**config.mk**
```make
export PLATFORM = sky130hd
export DESIGN_NAME = near_point_dedup_top
export DESIGN_NICKNAME = d
export VERILOG_FILES = /design/src/rtl/core/npd_pkg.sv /design/src/rtl/core/npd_ctrl.sv /design/src/rtl/core/npd_dp.sv /design/src/rtl/core/near_point_dedup_top.sv
export SDC_FILE = /design/constraint.sdc
export NUM_CORES = 1
export LEC_CHECK = 0
export BUFFER_PORTS_ARGS = -buffer_cell sky130_fd_sc_hd__buf_2
export CAP_MARGIN = 40
export CORE_ASPECT_RATIO = 1.2
export CORE_MARGIN = 2
export CORE_UTILIZATION = 58
export DETAILED_ROUTE_END_ITERATION = 8
export PLACE_DENSITY = 0.78
export SLEW_MARGIN = 30
export SYNTH_ARGS = -nofsm -noshare
export SYNTH_HDL_FRONTEND = slang
export SYNTH_HIERARCHICAL = 1
export SYNTH_SLANG_ARGS = --single-unit
```
**constraint.sdc**
```tcl
create_clock -name clock -period 6.8 [get_ports clock]
set_input_delay 0.34 -clock clock [delete_from_list [all_inputs] [get_ports clock]]
set_output_delay 0.34 -clock clock [all_outputs]
set_load 0.05 [all_outputs]
```
**src/rtl/core/npd_pkg.sv**
```systemverilog
// Shared types and constants for the near point de-duplication block.
// No dependencies; imported by controller, datapath and top level.
`timescale 1ns / 1ps

package npd_pkg;

   // distance register
   localparam int DIST_W = 10;
   localparam logic [DIST_W-1:0] DIST_RESET = 10'd20;
   // squared threshold width
   localparam int LIM_W = 2 * DIST_W;
   // reported count width
   localparam int KCNT_W = 5;
   // response tdata layout: kept, full_drop, kept_count, padded to a byte
   localparam int RSP_W = 8;

   // controller to datapath commands
   typedef struct packed {
      logic load;    // take a new item
      logic issue;   // read the next kept entry for comparison
      logic commit;  // decide, append and capture the response
   } npd_cmd_type;

   // datapath to controller status
   typedef struct packed {
      logic issue_done;  // every kept entry has been read
      logic pipe_busy;   // compare pipeline still holds entries
   } npd_stat_type;

endpackage

```
**src/rtl/core/npd_ctrl.sv**
```systemverilog
// Sequencing controller for the near point de-duplication block.
// Depends on npd_pkg for the command and status structs.
`timescale 1ns / 1ps

module npd_ctrl
   import npd_pkg::*;
(
   input  logic         clock,
   input  logic         reset,
   input  logic         req_tvalid,
   output logic         req_tready,
   output logic         rsp_tvalid,
   input  logic         rsp_tready,
   output npd_cmd_type  cmd,
   input  npd_stat_type stat
);

   localparam logic [1:0] ST_IDLE   = 2'd0;
   localparam logic [1:0] ST_SCAN   = 2'd1;
   localparam logic [1:0] ST_DECIDE = 2'd2;

   logic [1:0] state_ff, state_in;
   logic       rsp_vld_ff, rsp_vld_in;
   logic       slot_free;

   // response slot is free when empty or being drained this cycle
   assign slot_free  = !rsp_vld_ff || rsp_tready;
   assign req_tready = (state_ff == ST_IDLE);
   assign rsp_tvalid = rsp_vld_ff;

   // commands
   always_comb begin
      cmd.load   = (state_ff == ST_IDLE) && req_tvalid;
      cmd.issue  = (state_ff == ST_SCAN) && !stat.issue_done;
      cmd.commit = (state_ff == ST_DECIDE) && slot_free;
   end

   // next state
   always_comb begin
      state_in = state_ff;
      unique case (state_ff)
         ST_IDLE: begin
            if (req_tvalid) state_in = ST_SCAN;
         end
         ST_SCAN: begin
            if (stat.issue_done && !stat.pipe_busy) state_in = ST_DECIDE;
         end
         ST_DECIDE: begin
            if (slot_free) state_in = ST_IDLE;
         end
         default: state_in = ST_IDLE;
      endcase
   end

   // response valid
   always_comb begin
      rsp_vld_in = rsp_vld_ff;
      priority if (cmd.commit) begin
         rsp_vld_in = 1'b1;
      end else if (rsp_tready) begin
         rsp_vld_in = 1'b0;
      end
   end

   always_ff @(posedge clock) begin
      if (reset) begin
         state_ff   <= ST_IDLE;
         rsp_vld_ff <= 1'b0;
      end else begin
         state_ff   <= state_in;
         rsp_vld_ff <= rsp_vld_in;
      end
   end

endmodule

```
**src/rtl/core/npd_dp.sv**
```systemverilog
// Datapath: kept point memory, distance compare pipeline, count and result.
// Depends on npd_pkg for widths and the command and status structs.
`timescale 1ns / 1ps

module npd_dp
   import npd_pkg::*;
#(
   parameter int MAX_POINTS = 16,
   parameter int COORD_BITS = 10
) (
   input  logic                  clock,
   input  logic                  reset,
   input  npd_cmd_type           cmd,
   output npd_stat_type          stat,
   input  logic [COORD_BITS-1:0] point_x,
   input  logic [COORD_BITS-1:0] point_y,
   input  logic                  new_frame,
   input  logic                  csr_we,
   input  logic [DIST_W-1:0]     csr_data,
   output logic                  kept,
   output logic                  full_drop,
   output logic [KCNT_W-1:0]     kept_count
);

   localparam int CNT_W = $clog2(MAX_POINTS + 1);
   localparam int IDX_W = (MAX_POINTS > 1) ? $clog2(MAX_POINTS) : 1;
   localparam int SQ_W  = 2 * COORD_BITS;
   localparam int SUM_W = SQ_W + 1;
   localparam int CMP_W = (SUM_W > LIM_W) ? SUM_W : LIM_W;

   // kept point memory
   logic [COORD_BITS-1:0] mem_x [MAX_POINTS];
   logic [COORD_BITS-1:0] mem_y [MAX_POINTS];

   logic [DIST_W-1:0]     dist_ff;
   logic [LIM_W-1:0]      lim_ff;
   logic [COORD_BITS-1:0] px_ff, py_ff;
   logic [CNT_W-1:0]      count_ff, count_in;
   logic [CNT_W-1:0]      rd_idx_ff;
   logic [COORD_BITS-1:0] rdx_ff, rdy_ff;
   logic                  s1_vld_ff, s2_vld_ff;
   logic [SQ_W-1:0]       dxsq_ff, dysq_ff;
   logic [SQ_W-1:0]       dxsq_in, dysq_in;
   logic [COORD_BITS-1:0] dx, dy;
   logic [SUM_W-1:0]      dsum;
   logic                  near_ff, hit;
   logic                  full, do_append;
   logic                  kept_ff, drop_ff;
   logic [KCNT_W-1:0]     kcnt_ff;
   logic [31:0]           count_ext;

   // threshold register
   always_ff @(posedge clock) begin
      if (reset) begin
         dist_ff <= DIST_RESET;
      end else if (csr_we) begin
         dist_ff <= csr_data;
      end
   end

   // item capture and squared limit
   always_ff @(posedge clock) begin
      if (cmd.load) begin
         px_ff  <= point_x;
         py_ff  <= point_y;
         lim_ff <= LIM_W'(dist_ff) * LIM_W'(dist_ff);
      end
   end

   // memory read, registered
   always_ff @(posedge clock) begin
      if (cmd.issue) begin
         rdx_ff <= mem_x[rd_idx_ff[IDX_W-1:0]];
         rdy_ff <= mem_y[rd_idx_ff[IDX_W-1:0]];
      end
   end

   // memory write on append
   always_ff @(posedge clock) begin
      if (do_append) begin
         mem_x[count_ff[IDX_W-1:0]] <= px_ff;
         mem_y[count_ff[IDX_W-1:0]] <= py_ff;
      end
   end

   // stage 2: absolute differences squared
   always_comb begin
      dx      = (rdx_ff >= px_ff) ? (rdx_ff - px_ff) : (px_ff - rdx_ff);
      dy      = (rdy_ff >= py_ff) ? (rdy_ff - py_ff) : (py_ff - rdy_ff);
      dxsq_in = SQ_W'(dx) * SQ_W'(dx);
      dysq_in = SQ_W'(dy) * SQ_W'(dy);
   end

   always_ff @(posedge clock) begin
      if (s1_vld_ff) begin
         dxsq_ff <= dxsq_in;
         dysq_ff <= dysq_in;
      end
   end

   // stage 3: sum and strict compare against the squared limit
   assign dsum = SUM_W'(dxsq_ff) + SUM_W'(dysq_ff);
   assign hit  = s2_vld_ff && (CMP_W'(dsum) < CMP_W'(lim_ff));

   // append decision
   assign full      = (count_ff == CNT_W'(MAX_POINTS));
   assign do_append = cmd.commit && !near_ff && !full;

   always_comb begin
      count_in = count_ff;
      priority if (cmd.load && new_frame) begin
         count_in = '0;
      end else if (do_append) begin
         count_in = count_ff + CNT_W'(1);
      end
   end

   // control registers of the scan
   always_ff @(posedge clock) begin
      if (reset) begin
         count_ff  <= '0;
         rd_idx_ff <= '0;
         s1_vld_ff <= 1'b0;
         s2_vld_ff <= 1'b0;
         near_ff   <= 1'b0;
      end else begin
         count_ff  <= count_in;
         s1_vld_ff <= cmd.issue;
         s2_vld_ff <= s1_vld_ff;
         if (cmd.load) begin
            rd_idx_ff <= '0;
            near_ff   <= 1'b0;
         end else begin
            if (cmd.issue) rd_idx_ff <= rd_idx_ff + CNT_W'(1);
            if (hit)       near_ff   <= 1'b1;
         end
      end
   end

   // response capture
   assign count_ext = 32'(count_in);

   always_ff @(posedge clock) begin
      if (cmd.commit) begin
         kept_ff <= do_append;
         drop_ff <= !near_ff && full;
         kcnt_ff <= count_ext[KCNT_W-1:0];
      end
   end

   assign kept       = kept_ff;
   assign full_drop  = drop_ff;
   assign kept_count = kcnt_ff;

   always_comb begin
      stat.issue_done = (rd_idx_ff == count_ff);
      stat.pipe_busy  = s1_vld_ff || s2_vld_ff;
   end

endmodule

```
**src/rtl/core/near_point_dedup_top.sv**
```systemverilog
// Top level of the near point de-duplication block.
// Instantiates npd_ctrl and npd_dp; uses npd_pkg.
//
//   Channel  Dir  Handshake              Payload
//   req      in   req_tvalid/req_tready  tdata: point_x, point_y; tuser: new_frame
//   rsp      out  rsp_tvalid/rsp_tready  tdata: kept, full_drop, kept_count
//   csr      in   csr_valid/csr_ready    csr_data: near_distance
//
// An item is scanned from acceptance to response valid: one read of the kept
// point memory per kept entry plus two compare stages to drain, then a decide
// step that decides and appends.
// One item is in work at a time; a new item is taken while a response waits.
// Reset (synchronous) empties the list and sets the distance to 20.
// A stalled response holds the block in its decide step.
`timescale 1ns / 1ps

module near_point_dedup_top
   import npd_pkg::*;
#(
   parameter int MAX_POINTS = 16,
   parameter int COORD_BITS = 10
) (
   input  logic                                  clock,
   input  logic                                  reset,
   input  logic                                  req_tvalid,
   output logic                                  req_tready,
   // [COORD_BITS-1:0] point_x, [2*COORD_BITS-1:COORD_BITS] point_y, zero pad
   input  logic [((2*COORD_BITS+7)/8)*8-1:0]    req_tdata,
   // [0] new_frame
   input  logic                                  req_tuser,
   output logic                                  rsp_tvalid,
   input  logic                                  rsp_tready,
   // [0] kept, [1] full_drop, [6:2] kept_count, [7] zero
   output logic [RSP_W-1:0]                      rsp_tdata,
   input  logic                                  csr_valid,
   output logic                                  csr_ready,
   input  logic [DIST_W-1:0]                     csr_data
);

   npd_cmd_type  cmd;
   npd_stat_type stat;
   logic         kept, full_drop;
   logic [KCNT_W-1:0] kept_count;

   assign csr_ready = 1'b1;

   npd_ctrl u_ctrl (
      .clock      (clock),
      .reset      (reset),
      .req_tvalid (req_tvalid),
      .req_tready (req_tready),
      .rsp_tvalid (rsp_tvalid),
      .rsp_tready (rsp_tready),
      .cmd        (cmd),
      .stat       (stat)
   );

   npd_dp #(
      .MAX_POINTS (MAX_POINTS),
      .COORD_BITS (COORD_BITS)
   ) u_dp (
      .clock      (clock),
      .reset      (reset),
      .cmd        (cmd),
      .stat       (stat),
      .point_x    (req_tdata[COORD_BITS-1:0]),
      .point_y    (req_tdata[2*COORD_BITS-1:COORD_BITS]),
      .new_frame  (req_tuser),
      .csr_we     (csr_valid && csr_ready),
      .csr_data   (csr_data),
      .kept       (kept),
      .full_drop  (full_drop),
      .kept_count (kept_count)
   );

   // pack the response
   assign rsp_tdata = {1'b0, kept_count, full_drop, kept};

endmodule

```
==> flow_metrics.env <==
export IMPL_synth_top_area_cell="edfxtp_1"
export IMPL_crit_top_cell="fa_1"
export IMPL_fin_crit_ps=7420
export IMPL_dpl_instance_area_mm2=0.0298
export IMPL_first_pass_iters=5
export IMPL_ys_types=80
export IMPL_syn_area_per_cell_um2=13.6
export IMPL_io_pins=51
export IMPL_vias_per_cell=5.72
export IMPL_finalWorstSetupSlack_ps=-621
export IMPL_clk_path_buf_depth=3
export IMPL_fin_crit_sh_pct=109
export IMPL_grt_pass1_wl_um=96400
export IMPL_end_kind="flip-flop"
export IMPL_dieArea_mm2=0.0487
export IMPL_grt_overflow=0
export IMPL_place_ws_ps=-587
export IMPL_setup_viol=16
export IMPL_wire_per_inst_um=21.0
export IMPL_cp_start_kind="flip-flop"
export IMPL_cts_buffers=44
export IMPL_finalMaxSlewViolations=0
export IMPL_crit_arrival_ps=7750
export IMPL_core_area_mm2=0.0467
export IMPL_yosysMostFrequentCell="edfxtp_1"
export IMPL_grt_pass1_vias=18000
export IMPL_grt_max_degree=74
export IMPL_max_stage_delay_ps=560
export IMPL_path_delay_family="adder cells"
export IMPL_worst_ep_required_time_ps=7120
export IMPL_vias=16800
export IMPL_cap_violations=0
export IMPL_tightest_slew_ps=884
export IMPL_cts_tree="yes"
export IMPL_worst_path_max_fanout=10
export IMPL_drive_above_1_share_pct=26.3
export IMPL_dp_hpwl_um=41200
export IMPL_worstSkewPairLatency_ps=570
export IMPL_hp_class="primary input to flip-flop"
export IMPL_hold_viol_final=0
export IMPL_rows=87
export IMPL_violations="setup timing"
export IMPL_gp_congestion=0.876
export IMPL_max_freq_ghz=0.135
export IMPL_grt_use_total_pct=25.9
export IMPL_synth_edff_count=424
export IMPL_ys_seq_area_share_pct=48.6
export IMPL_synth_area_leaders="edfxtp_1 (47%), fa_1 (11%), ha_1 (10%)"
export IMPL_drtIter0Drc=961
export IMPL_clock_sinks=450
export IMPL_diodes=0
export IMPL_syn_cell_area_mm2=0.0272
export IMPL_cts_max_level=2
export IMPL_post_synth_top_area_fraction_pct=46.7
export IMPL_fill_cells=3049
export IMPL_tns_ps=-4870
export IMPL_dieWidth_um=202
export IMPL_port_buffers=44
export IMPL_syn_nets=2405
export IMPL_synthCells=1997
export IMPL_routed_wl_um=61700
export IMPL_yosys_warnings=6
export IMPL_slew_headroom_pct=41.1
export IMPL_start_util_pct=58.3
export IMPL_cp_num_buf_inv=6
export IMPL_cts_clk_slew_worst_paths_ps=70
export IMPL_area_growth_pct=18.1
export IMPL_path_class="flip-flop to flip-flop"
export IMPL_die_height_um=241
export IMPL_final_nets=2693
export IMPL_antenna_found_initial=0
export IMPL_ys_seq_elements=450
export IMPL_rsz0062_at_grt="true"
export IMPL_fin_skew_ps=20.2
export IMPL_async_flop_share_pct=0
export IMPL_ys_flop_type="edfxtp_1"
export IMPL_fin_hold_ws_ps=25.3
export IMPL_cts_root_buffer="clkbuf_16"
export IMPL_postRouteAntennaNets=0
export IMPL_synth_common_cells="edfxtp_1 (424), inv_1 (267), ha_1 (221)"
export IMPL_critPathSlowestCell="fa_1"
export IMPL_status="complete, but fails checks"
export IMPL_finish_instance_area_mm2=0.0322
export IMPL_drc=0
## metrics by stage
step	cells	utilization [%]
after floorplan	1997	-
after global placement	2800	63.6
after detailed placement	2802	63.7
after CTS	2928	68.2
after global routing	2943	68.9
final	2943	68.9
## metal layers
layer  vias to the layer above  global-route usage [%]  part of all wire [%]
met2                       546                    47.8                    54
li1                       7684                       -                     -
met3                       154                    3.24                   5.2
met4                         0                    11.0                   4.1
met5                         -                       0                     0
met1                      8458                    30.6                    37
## cells by family after synthesis
logic type      Yosys count  synth area share, %
other cells               2               0.0276
mux                     130                 9.43
compound gates          217                 5.39
simple gates            385                 7.20
fa+ha+maj               368                 20.9
flops                   450                 48.6
xor+xnor                111                 3.62
buf+inv                 334                 4.74
## registers in the layout, indices dropped and copies added, names as in the netlist, 2 cells and up
register / flops
u_dp/lim_ff: 19
u_dp/rdy_ff: 10
u_dp/dysq_ff: 19
u_dp/count_ff: 5
u_dp/dxsq_ff: 19
u_dp/kept_count: 5
u_dp/mem_x: 160
u_dp/px_ff: 10
u_dp/mem_y: 160
u_dp/rd_idx_ff: 5
u_dp/rdx_ff: 10
u_ctrl/state_ff: 2
u_dp/py_ff: 10
u_dp/dist_ff: 10
## path summary, 6_finish.rpt
path / startpoint / end / slack [ps] / depth (start not counted)
worst max register to register: u_dp/rdx_ff[0]$_DFFE_PP_ / u_dp/dxsq_ff[19]$_DFFE_PP_ / -620 / 33
worst min register to register: u_ctrl/rsp_tvalid$_SDFFE_PP0P_ / u_ctrl/rsp_tvalid$_SDFFE_PP0P_ / 510 / 2
worst min-delay path: csr_data[5] / u_dp/dist_ff[5]$_SDFFE_PP0P_ / 30 / 3
worst max-delay path: u_dp/rdx_ff[0]$_DFFE_PP_ / u_dp/dxsq_ff[19]$_DFFE_PP_ / -620 / 33
## final cells by class
type / instances / area, um2 / area share, %
clock buffer: 51 / 1130 / 3.50
clock inverter: 30 / 249 / 0.774
inverter: 272 / 1030 / 3.19
multi-input combinational: 1213 / 13400 / 41.6
sequential: 450 / 13300 / 41.2
tap: 623 / 779 / 2.42
timing repair buffer: 304 / 2360 / 7.33
## worst min-delay path, cell delays in order
cell and delay, ps:
buf_2 80, mux2i_1 60, nor2_1 70
## cells in the final DEF, fill, tap and decap left out, drive strengths merged, types with 5 or more instances in the layout
cell and instances:
buf 280, nand3 23, dlygate4sd3 24, mux2 8, nand4 8, nor2 122, ha 221, edfxtp 424
clkbuf 51, a31o 9, dfxtp 26, o21a 5, fa 147, o31ai 9, o21ai 28, xor2 38
xnor2 73, nand2 68, a21o 28, a211oi 7, nor3 25, mux2i 22, and3 17, nand2b 21
a31oi 13, o21bai 11, a21oi 80, or2 9, clkinv 26, and2 47, nor2b 21, inv 273
mux4 100
## what timing repair did
action,CTS,global route
buffers inserted,23,12
cloned,0,1
hold buffers,24,0
resized for setup,59,46
pin swaps,54,28
setup endpoints to repair,17,20
hold endpoints to repair,24,0
Power is left out: the tool's default activity adds up to more than one toggle a clock period on the data nets, which glitch-free logic cannot reach.
